--- src/sv/hcb_pkg.sv ---
`timescale 1ns / 1ps
// ----------------------------------------------------------------------------
// hcb_pkg: shared types and constants of the Hill cipher block
// Payload structs, register indexes, the MAC control bundle and the small
// mod-26 helper functions used across the block.
// ----------------------------------------------------------------------------
package hcb_pkg;

  // Letter alphabet size and the pad letter X.
  localparam logic [4:0] MOD_BASE   = 5'd26;
  localparam logic [4:0] PAD_LETTER = 5'd23;

  // Configuration register indexes.
  localparam logic [2:0] REG_KEY_ROW0 = 3'd0;
  localparam logic [2:0] REG_KEY_ROW1 = 3'd1;
  localparam logic [2:0] REG_KEY_ROW2 = 3'd2;
  localparam logic [2:0] REG_KEY_ROW3 = 3'd3;
  localparam logic [2:0] REG_DECRYPT  = 3'd4;

  localparam int KEY_ROW_W = 20;

  // Input request payload.
  typedef struct packed {
    logic [4:0] letter_in;
    logic       message_end;
  } in_item_t;

  // Result request payload.
  typedef struct packed {
    logic [4:0] letter_out;
    logic       block_last;
    logic       key_error;
  } out_item_t;

  // Control of the shared multiply-accumulate unit.
  typedef struct packed {
    logic en;   // update the accumulator this cycle
    logic clr;  // start from zero instead of the held sum
  } mac_ctrl_t;

  // Reduce a 5-bit value (0..31) into 0..25.
  function automatic logic [4:0] red5(input logic [4:0] v);
    logic [4:0] r;
    r = (v >= MOD_BASE) ? (v - MOD_BASE) : v;
    return r;
  endfunction

  // Additive inverse mod 26 of a reduced value.
  function automatic logic [4:0] neg26(input logic [4:0] v);
    logic [4:0] r;
    r = (v == 5'd0) ? 5'd0 : (MOD_BASE - v);
    return r;
  endfunction

  // Reduce a value below 832 into 0..25 by five compare-and-subtract steps.
  function automatic logic [4:0] mod26_w10(input logic [9:0] v);
    logic [9:0] r;
    logic [9:0] m;
    r = v;
    for (int i = 4; i >= 0; i--) begin
      m = {5'd0, MOD_BASE} << i;
      if (r >= m) begin
        r = r - m;
      end
    end
    return r[4:0];
  endfunction

  // Multiplicative inverse mod 26, zero where none exists.
  function automatic logic [4:0] inv_mod26(input logic [4:0] d);
    logic [4:0] r;
    unique case (d)
      5'd1:    r = 5'd1;
      5'd3:    r = 5'd9;
      5'd5:    r = 5'd21;
      5'd7:    r = 5'd15;
      5'd9:    r = 5'd3;
      5'd11:   r = 5'd19;
      5'd15:   r = 5'd7;
      5'd17:   r = 5'd23;
      5'd19:   r = 5'd11;
      5'd21:   r = 5'd5;
      5'd23:   r = 5'd17;
      5'd25:   r = 5'd25;
      default: r = 5'd0;
    endcase
    return r;
  endfunction

endpackage

--- src/sv/hcb_mac.sv ---
`timescale 1ns / 1ps
// ----------------------------------------------------------------------------
// hcb_mac: shared mod-26 multiply-accumulate unit
// Each enabled cycle forms (acc + x * y) mod 26, or (x * y) mod 26 when the
// clear bit is set, and holds the result in the accumulator.
// ----------------------------------------------------------------------------
module hcb_mac (
  input  logic              clk,
  input  logic              rst_n,
  input  hcb_pkg::mac_ctrl_t ctrl,
  input  logic [4:0]        x,
  input  logic [4:0]        y,
  output logic [4:0]        acc
);

  logic [4:0] acc_r;
  logic [4:0] acc_nxt;
  logic [9:0] prod;
  logic [9:0] sum;

  // Product plus the running sum stays below 651.
  always_comb begin
    prod    = {5'd0, x} * {5'd0, y};
    sum     = prod + {5'd0, (ctrl.clr ? 5'd0 : acc_r)};
    acc_nxt = hcb_pkg::mod26_w10(sum);
  end

  // Accumulator register.
  always_ff @(posedge clk) begin
    if (!rst_n) begin
      acc_r <= 5'd0;
    end else if (ctrl.en) begin
      acc_r <= acc_nxt;
    end
  end

  assign acc = acc_r;

endmodule

--- src/sv/hcb_store.sv ---
`timescale 1ns / 1ps
// ----------------------------------------------------------------------------
// hcb_store: letter block buffer
// Collects reduced letters into one block, flags when a request closes the
// block, and reads back the pad letter for places the block never filled.
// ----------------------------------------------------------------------------
module hcb_store #(
  parameter int KEY_N = 2
) (
  input  logic                         clk,
  input  logic                         rst_n,
  input  logic                         wr_en,
  input  logic [4:0]                   wr_letter,
  input  logic                         wr_end,
  output logic                         close,
  input  logic [$clog2(KEY_N)-1:0]     rd_idx,
  output logic [4:0]                   rd_letter
);

  localparam int KW = $clog2(KEY_N);
  localparam int CW = $clog2(KEY_N + 1);

  logic [4:0]    store_r [KEY_N];
  logic [KW-1:0] fill_r;
  logic [KW-1:0] fill_nxt;
  logic [CW-1:0] blk_fill_r;
  logic [CW-1:0] blk_fill_nxt;

  // A block closes when it is full or the message ends.
  always_comb begin
    close        = wr_end || (fill_r == KW'(KEY_N - 1));
    fill_nxt     = fill_r;
    blk_fill_nxt = blk_fill_r;
    if (wr_en) begin
      if (close) begin
        fill_nxt     = '0;
        blk_fill_nxt = CW'(fill_r) + CW'(1);
      end else begin
        fill_nxt = fill_r + KW'(1);
      end
    end
  end

  // Fill counters.
  always_ff @(posedge clk) begin
    if (!rst_n) begin
      fill_r     <= '0;
      blk_fill_r <= '0;
    end else begin
      fill_r     <= fill_nxt;
      blk_fill_r <= blk_fill_nxt;
    end
  end

  // Letter storage, written at the fill position.
  always_ff @(posedge clk) begin
    if (wr_en) begin
      store_r[fill_r] <= hcb_pkg::red5(wr_letter);
    end
  end

  // Places past the real letters of the closed block read as X.
  assign rd_letter = (CW'(rd_idx) < blk_fill_r) ? store_r[rd_idx] : hcb_pkg::PAD_LETTER;

endmodule

--- src/sv/hill_cipher_block_core.sv ---
`timescale 1ns / 1ps
// ----------------------------------------------------------------------------
// hill_cipher_block_core: Hill cipher over letter indices
// Buffers KEY_N letters, multiplies the block by the key (or by the 2x2
// modular inverse in decrypt mode) mod 26, and emits the cipher letters.
//
//   Channel  Direction  Handshake              Payload
//   in_      input      in_valid / in_ready    hcb_pkg::in_item_t
//   out_     output     out_valid / out_ready  hcb_pkg::out_item_t
//   cfg_     input      cfg_valid / cfg_ready  cfg_index, cfg_data
//
// A letter that leaves its block open is only stored. A closing letter starts
// the sequencer: in decrypt mode it first forms the determinant, checks it
// and forms the 2x2 inverse; each output letter is then the sum of KEY_N
// products through the single mod-26 multiply-accumulate unit, followed by
// an emit step. A rejected decrypt (KEY_N other than 2, or a determinant
// with no inverse) emits the stored letters with the key error flag set.
// Reset is synchronous and clears the key, the mode and all control state.
// A stalled output holds the sequencer in its emit step; the final letter of
// a block sits in the output register while the next request is accepted.
// ----------------------------------------------------------------------------
module hill_cipher_block_core #(
  parameter int KEY_N = 2
) (
  input  logic                clk,
  input  logic                rst_n,
  input  logic                in_valid,
  output logic                in_ready,
  input  hcb_pkg::in_item_t   in_data,
  output logic                out_valid,
  input  logic                out_ready,
  output hcb_pkg::out_item_t  out_data,
  input  logic                cfg_valid,
  output logic                cfg_ready,
  input  logic [2:0]          cfg_index,
  input  logic [19:0]         cfg_data
);

  localparam int KW = $clog2(KEY_N);

  typedef enum logic [5:0] {
    ST_IDLE = 6'b000001,
    ST_DET  = 6'b000010,
    ST_CHK  = 6'b000100,
    ST_INV  = 6'b001000,
    ST_MUL  = 6'b010000,
    ST_EMIT = 6'b100000
  } seq_state_t;

  seq_state_t state_r, state_nxt;
  logic [KW-1:0] j_r, j_nxt;
  logic [KW-1:0] k_r, k_nxt;
  logic [2:0]    step_r, step_nxt;
  logic          err_r, err_nxt;
  logic [4:0]    inv_r, inv_nxt;
  logic [4:0]    dm_r [4];

  logic [hcb_pkg::KEY_ROW_W-1:0] key_row_r [4];
  logic                          decrypt_r;

  logic               out_valid_r, out_valid_nxt;
  hcb_pkg::out_item_t out_data_r, out_data_nxt;

  hcb_pkg::mac_ctrl_t mac_ctrl;
  logic [4:0]         mac_x, mac_y, mac_acc;

  logic          accept;
  logic          close;
  logic [KW-1:0] rd_idx;
  logic [4:0]    rd_letter;
  logic          out_free;
  logic          emit_load;
  logic          j_last;
  logic          k_last;
  logic          dm_wr;
  logic [1:0]    dm_wr_idx;

  logic [hcb_pkg::KEY_ROW_W-1:0] key_sel;
  logic [4:0] key_coef;
  logic [4:0] ka, kb, kc, kd;

  // Configuration registers; writes are always taken.
  assign cfg_ready = 1'b1;

  always_ff @(posedge clk) begin
    if (!rst_n) begin
      for (int i = 0; i < 4; i++) begin
        key_row_r[i] <= '0;
      end
      decrypt_r <= 1'b0;
    end else if (cfg_valid) begin
      unique case (cfg_index)
        hcb_pkg::REG_KEY_ROW0: key_row_r[0] <= cfg_data;
        hcb_pkg::REG_KEY_ROW1: key_row_r[1] <= cfg_data;
        hcb_pkg::REG_KEY_ROW2: key_row_r[2] <= cfg_data;
        hcb_pkg::REG_KEY_ROW3: key_row_r[3] <= cfg_data;
        hcb_pkg::REG_DECRYPT:  decrypt_r    <= cfg_data[0];
        default: ;
      endcase
    end
  end

  // Block buffer.
  assign in_ready = (state_r == ST_IDLE);
  assign accept   = in_valid && in_ready;
  assign rd_idx   = (state_r == ST_EMIT) ? j_r : k_r;

  hcb_store #(.KEY_N(KEY_N)) u_store (
    .clk       (clk),
    .rst_n     (rst_n),
    .wr_en     (accept),
    .wr_letter (in_data.letter_in),
    .wr_end    (in_data.message_end),
    .close     (close),
    .rd_idx    (rd_idx),
    .rd_letter (rd_letter)
  );

  // Key entries: the 2x2 corner for the inverse, entry (k, j) for the product.
  always_comb begin
    ka       = hcb_pkg::red5(key_row_r[0][4:0]);
    kb       = hcb_pkg::red5(key_row_r[0][9:5]);
    kc       = hcb_pkg::red5(key_row_r[1][4:0]);
    kd       = hcb_pkg::red5(key_row_r[1][9:5]);
    key_sel  = key_row_r[2'(k_r)];
    key_coef = hcb_pkg::red5(key_sel[5*int'(j_r) +: 5]);
  end

  // Operand selection for the shared unit.
  always_comb begin
    mac_ctrl = '0;
    mac_x    = 5'd0;
    mac_y    = 5'd0;
    unique case (state_r)
      ST_DET: begin
        mac_ctrl.en  = 1'b1;
        mac_ctrl.clr = (step_r == 3'd0);
        mac_x        = (step_r == 3'd0) ? ka : hcb_pkg::neg26(kb);
        mac_y        = (step_r == 3'd0) ? kd : kc;
      end
      ST_INV: begin
        mac_ctrl.en  = (step_r < 3'd4);
        mac_ctrl.clr = 1'b1;
        mac_y        = inv_r;
        unique case (step_r[1:0])
          2'd0: mac_x = kd;
          2'd1: mac_x = hcb_pkg::neg26(kb);
          2'd2: mac_x = hcb_pkg::neg26(kc);
          2'd3: mac_x = ka;
          default: mac_x = 5'd0;
        endcase
      end
      ST_MUL: begin
        mac_ctrl.en  = 1'b1;
        mac_ctrl.clr = (k_r == '0);
        mac_x        = rd_letter;
        mac_y        = decrypt_r ? dm_r[{k_r[0], j_r[0]}] : key_coef;
      end
      default: ;
    endcase
  end

  hcb_mac u_mac (
    .clk   (clk),
    .rst_n (rst_n),
    .ctrl  (mac_ctrl),
    .x     (mac_x),
    .y     (mac_y),
    .acc   (mac_acc)
  );

  // Sequencer and output register.
  assign out_free  = !out_valid_r || out_ready;
  assign j_last    = (j_r == KW'(KEY_N - 1));
  assign k_last    = (k_r == KW'(KEY_N - 1));
  assign emit_load = (state_r == ST_EMIT) && out_free;

  always_comb begin
    state_nxt     = state_r;
    j_nxt         = j_r;
    k_nxt         = k_r;
    step_nxt      = step_r;
    err_nxt       = err_r;
    inv_nxt       = inv_r;
    dm_wr         = 1'b0;
    dm_wr_idx     = 2'(step_r - 3'd1);
    out_valid_nxt = out_valid_r && !out_ready;
    out_data_nxt  = out_data_r;
    unique case (state_r)
      ST_IDLE: begin
        if (accept && close) begin
          j_nxt    = '0;
          k_nxt    = '0;
          step_nxt = 3'd0;
          err_nxt  = 1'b0;
          if (decrypt_r) begin
            if (KEY_N != 2) begin
              err_nxt   = 1'b1;
              state_nxt = ST_EMIT;
            end else begin
              state_nxt = ST_DET;
            end
          end else begin
            state_nxt = ST_MUL;
          end
        end
      end
      ST_DET: begin
        step_nxt = step_r + 3'd1;
        if (step_r != 3'd0) begin
          state_nxt = ST_CHK;
        end
      end
      ST_CHK: begin
        inv_nxt  = hcb_pkg::inv_mod26(mac_acc);
        step_nxt = 3'd0;
        if (inv_nxt == 5'd0) begin
          err_nxt   = 1'b1;
          state_nxt = ST_EMIT;
        end else begin
          state_nxt = ST_INV;
        end
      end
      ST_INV: begin
        // Each inverse entry is captured from the accumulator in the cycle after it is formed.
        dm_wr    = (step_r != 3'd0);
        step_nxt = step_r + 3'd1;
        if (step_r == 3'd4) begin
          state_nxt = ST_MUL;
        end
      end
      ST_MUL: begin
        if (k_last) begin
          state_nxt = ST_EMIT;
        end else begin
          k_nxt = k_r + KW'(1);
        end
      end
      ST_EMIT: begin
        if (out_free) begin
          out_valid_nxt           = 1'b1;
          out_data_nxt.letter_out = err_r ? rd_letter : mac_acc;
          out_data_nxt.block_last = j_last;
          out_data_nxt.key_error  = err_r;
          if (j_last) begin
            state_nxt = ST_IDLE;
          end else begin
            j_nxt     = j_r + KW'(1);
            k_nxt     = '0;
            state_nxt = err_r ? ST_EMIT : ST_MUL;
          end
        end
      end
      default: begin
        state_nxt = ST_IDLE;
      end
    endcase
  end

  always_ff @(posedge clk) begin
    if (!rst_n) begin
      state_r     <= ST_IDLE;
      j_r         <= '0;
      k_r         <= '0;
      step_r      <= 3'd0;
      err_r       <= 1'b0;
      out_valid_r <= 1'b0;
    end else begin
      state_r     <= state_nxt;
      j_r         <= j_nxt;
      k_r         <= k_nxt;
      step_r      <= step_nxt;
      err_r       <= err_nxt;
      out_valid_r <= out_valid_nxt;
    end
  end

  // Payload registers: inverse factor, inverse matrix, result.
  always_ff @(posedge clk) begin
    inv_r      <= inv_nxt;
    out_data_r <= out_data_nxt;
    if (dm_wr) begin
      dm_r[dm_wr_idx] <= mac_acc;
    end
  end

  assign out_valid = out_valid_r;
  assign out_data  = out_data_r;

`ifndef SYNTHESIS
  // The accumulator always holds a reduced residue.
  a_acc_reduced: assert property (@(posedge clk) disable iff (!rst_n)
    mac_acc < hcb_pkg::MOD_BASE)
    else $error("accumulator left the range 0 to 25");

  // A new request is taken only once the pending result ends its block.
  a_accept_after_last: assert property (@(posedge clk) disable iff (!rst_n)
    (accept && out_valid_r) |-> out_data_r.block_last)
    else $error("request accepted while a block is still being emitted");

  // Handing over the last letter of a block frees the input at once.
  a_last_frees_input: assert property (@(posedge clk) disable iff (!rst_n)
    (emit_load && j_last) |=> in_ready)
    else $error("input not ready after the last letter of a block");
`endif

endmodule
--- config.mk ---
export PLATFORM = sky130hd
export DESIGN_NAME = hill_cipher_block_core
export DESIGN_NICKNAME = d
export VERILOG_FILES = /design/src/sv/hcb_pkg.sv /design/src/sv/hcb_mac.sv /design/src/sv/hcb_store.sv /design/src/sv/hill_cipher_block_core.sv
export SDC_FILE = /design/constraint.sdc
export NUM_CORES = 1
export LEC_CHECK = 0
export BUFFER_PORTS_ARGS = -buffer_cell sky130_fd_sc_hd__buf_4
export CORE_MARGIN = 4
export CORE_UTILIZATION = 45
export CTS_CLUSTER_SIZE = 12
export DETAILED_ROUTE_END_ITERATION = 16
export SLEW_MARGIN = 10
export SYNTH_ARGS = -nofsm -noshare
export SYNTH_HDL_FRONTEND = slang
export SYNTH_HIERARCHICAL = 1
export SYNTH_SLANG_ARGS = --single-unit
--- constraint.sdc ---
create_clock -name clk -period 8.8 [get_ports clk]
set_input_delay 0.44 -clock clk [delete_from_list [all_inputs] [get_ports clk]]
set_output_delay 0.44 -clock clk [all_outputs]
set_load 0.005 [all_outputs]
==> flow_summary_export.csv <==
group,metric,value,unit
outcome,status,"complete, no violations",
min_path,min_delay_path_depth,1,
synth,ys_top_cells_by_count,"67 x nand2_1, 66 x inv_1, 66 x o21ai_0, 62 x edfxtp_1, 41 x and2_1",
place,hpwl,14510,um
synth,synth_top_area_share,25.81,%
synth,synth_area_leader_cell,"edfxtp_1",
final_layout,seqCellArea,2322,um2
routing,ant_nets,0,
clocking,cts.clk_slew.worst_paths,70,ps
routing,drt-initial-drc-count,549,
routing,met3WireLength,509,um
synth,synth_compound_area_share,24.34,%
worst_setup_path,cpMostUsedCell,"fa_1",
final_layout,syn2layout_area_growth,21.11,%
routing,vias,6327,
clocking,numCtsBuffers,9,
timing,timing.hold.ws,306.2,ps
floorplanning,die_h,134.6,um
global_routing,antenna_found_initial,0,
floorplanning,num_rows,46,
synth,synthMuxAreaShare,5.880,%
final_layout,fin_nets,961,
global_routing,grt_max_degree,30,
synth,ys_seq_elements,85,
routing,routed.top_layer,"met4",
synth,netlist_area,7213,um2
synth,synth_area_leaders,"edfxtp_1 26%, dfxtp_1 6.4%, ha_1 6.2%",
worst_setup_path,cp.arrival,8720,ps
synth,synth_simple_gate_area_share,19.24,%
timing,finalCriticalPeriod,8454,ps
floorplanning,start_util,45.74,%
routing,route.met2.wl,9612,um
run,maxCapViolCount,0,
clocking,cts.path.max_buffers,2,
timing,fmax,0.1183,GHz
clocking,clock-root-buffer,"clkbuf_16",
clocking,cts_hold_buf,0,
timing,setup_violations,0,
clocking,htreeDepth,3,
power,leakagePower,3.452,nW
routing,routedWlPerCell,17.12,um
floorplanning,die_w,134.6,um
routing,drt-pass1-iter-count,5,
worst_setup_path,slowest_stage,"fa_1",
worst_setup_path,critPathMaxStageDelay,540,ps
worst_setup_path,cp_max_fo,8,
synth,yosysSeqAreaShare,32.19,%
final_layout,multi_input_comb_area,4703,um2
power,peakVddDrop,0.1269,mV
floorplanning,die-area,18120,um2
synth,syn_inst,777,
worst_setup_path,crit_path_end_kind,"flop",
worst_setup_path,reg2reg_depth,31,
timing,tightest_slew,840.9,ps
place,place.gp.congestion,0.8979,
synth,synth_edf_count,62,
synth,synth-async-reset-ratio,0,%
final_layout,post_route_cells_drive_above_1_share,24.83,%
synth,postSynthAreaPerCell,9.283,um2
global_routing,track_usage,20.55,%
clocking,clkLatencyLatePin,340,ps
clocking,clock_sinks,85,
routing,wirelength,18800,um
place,io_buffers,32,
worst_setup_path,path_class,"reg2reg",
synth,synth_xor_area_share,1.943,%
routing,via_per_inst,5.762,
place,post-place-ws,-32.39,ps
synth,synthMostInstantiatedCell,"nand2_1",
clocking,cts_tree,"yes",
synth,synth_fa_ha_area_share,10.27,%
timing,layout_setup_ws,345.8,ps
final_layout,insertedDiodeCount,0,
routing,drt-met1-wl,8285,um
floorplanning,ios,44,
global_routing,grt_overflow,0,
synth,synthFlopType,"edfxtp_1",
final_layout,nFillCells,1456,
worst_setup_path,critPathLaunchType,"flop",
global_routing,grt_first_pass_wirelength,30150,um
global_routing,grt_pass1_vias,6056,
timing,hold_viol,0,
synth,synth_nets,861,
min_path,hp-class,"in2reg",
timing,slew_violations,0,
synth,synth_warnings,6,
timing,fin_crit_sh,96.07,%
floorplanning,core_area,15770,um2
synth,ys_types,104,
worst_setup_path,required,9060,ps
routing,drc,0,
power,p_per_area,126.2,nW/um2
synth,synth_top_family_by_area,"compound AO/OA/AOI/OAI gates",
timing,slew_headroom,43.70,%
timing,clock_skew,6.924,ps
-- layout by cell type, fill, tap and decap left out, drive strengths merged, types with 7 or more instances in the layout --
cell and count:
mux2i 9, dfxtp 23, mux2 9, fa 14, xnor2 11, o221ai 7, a211oi 8, nand3 13
and3 11, nand2 67, clkbuf 11, nand2b 10, a21o 8, o21a 13, a31oi 7, a21boi 8
edfxtp 62, nor2b 20, mux4 10, o21ai 69, a21oi 34, buf 121, nor3 13, inv 69
o211ai 12, a22oi 9, nor2 36, and2 41, ha 36, or3 7
-- critical path: cells and delay by family (launching register included) --
kind                     cells  cell delay (ps)
AO/OA/AOI/OAI                8             2050
AND/OR/NAND/NOR             10             2760
XOR/XNOR                     2              240
adder cells (fa/ha/maj)      6             2060
buffers and inverters        3              320
multiplexers                 2              510
flip-flops                   1              410
-- cell families (layout without fill, tap and decap cells) --
| logic type | Yosys count | in the layout |
|---|---|---|
| XOR/XNOR | 16 | 16 |
| other | 1 | 1 |
| AND/OR/NAND/NOR | 256 | 256 |
| AO/OA/AOI/OAI | 242 | 242 |
| flip-flops | 85 | 85 |
| adder cells (fa/ha/maj) | 51 | 51 |
| multiplexers | 28 | 28 |
| buffers and inverters | 98 | 203 |
-- layout make-up --
cell class / count / share of cell area (%)
timing repair buffer: 121 / 10.40
multi-input combinational: 594 / 53.84
tap: 216 / 3.094
clock buffer: 11 / 2.779
sequential: 85 / 26.58
clock inverter: 5 / 0.4726
inverter: 66 / 2.836
-- metal layers --
metal	vias to the layer above	track usage (%)
li1	3088	-
met1	3081	26.23
met2	132	37.26
met3	26	2.310
met4	0	5.090
met5	-	0
-- where the power goes --
| part | switching (mW) | internal (mW) |
|---|---|---|
| logic | 0.145 | 0.117 |
| clock network | 0.159 | 0.203 |
| registers | 0.0249 | 0.454 |
| total | 0.329 | 0.773 |
-- path summary, 6_finish.rpt --
| check | slack (ps) | startpoint | to |
|---|---|---|---|
| setup / recovery | 350 | key_row_r[0][6] | u_mac/acc[3] |
| hold / removal | 310 | in_data[1] | u_store/store_r[0][0] |
| setup reg to reg | 350 | key_row_r[0][6] | u_mac/acc[3] |
| hold reg to reg | 510 | out_valid | out_valid |
-- repair_timing --
item,CTS,global route
pin swaps,0,18
hold endpoints to repair,0,0
resized for setup,4,47
endpoints found under the setup margin,3,4
setup buffers,2,8
-- metrics by stage --
step	power (mW)	TNS [ps]	util, %	cell area (um2)	std cells
2_1_floorplan	0.6387	0	-	7213	777
3_3_place_gp	0.7210	0	51.52	8125	1072
3_5_place_dp	0.7273	-32.39	51.52	8125	1072
4_1_cts	1.091	0	53.55	8446	1090
5_1_grt	1.160	-216.8	55.40	8736	1098
6_report	1.103	0	55.40	8736	1098
-- flip-flops by register name, indices dropped and copies added, names as in the netlist, 2 cells and up, named ones only --
name                cells
step_r                  3
out_data                7
u_store/blk_fill_r      2
dm_r                   20
u_store/store_r        10
key_row_r              20
u_mac/acc               5
inv_r                   5
state_r                 6
(Power assumes the default switching activity.)
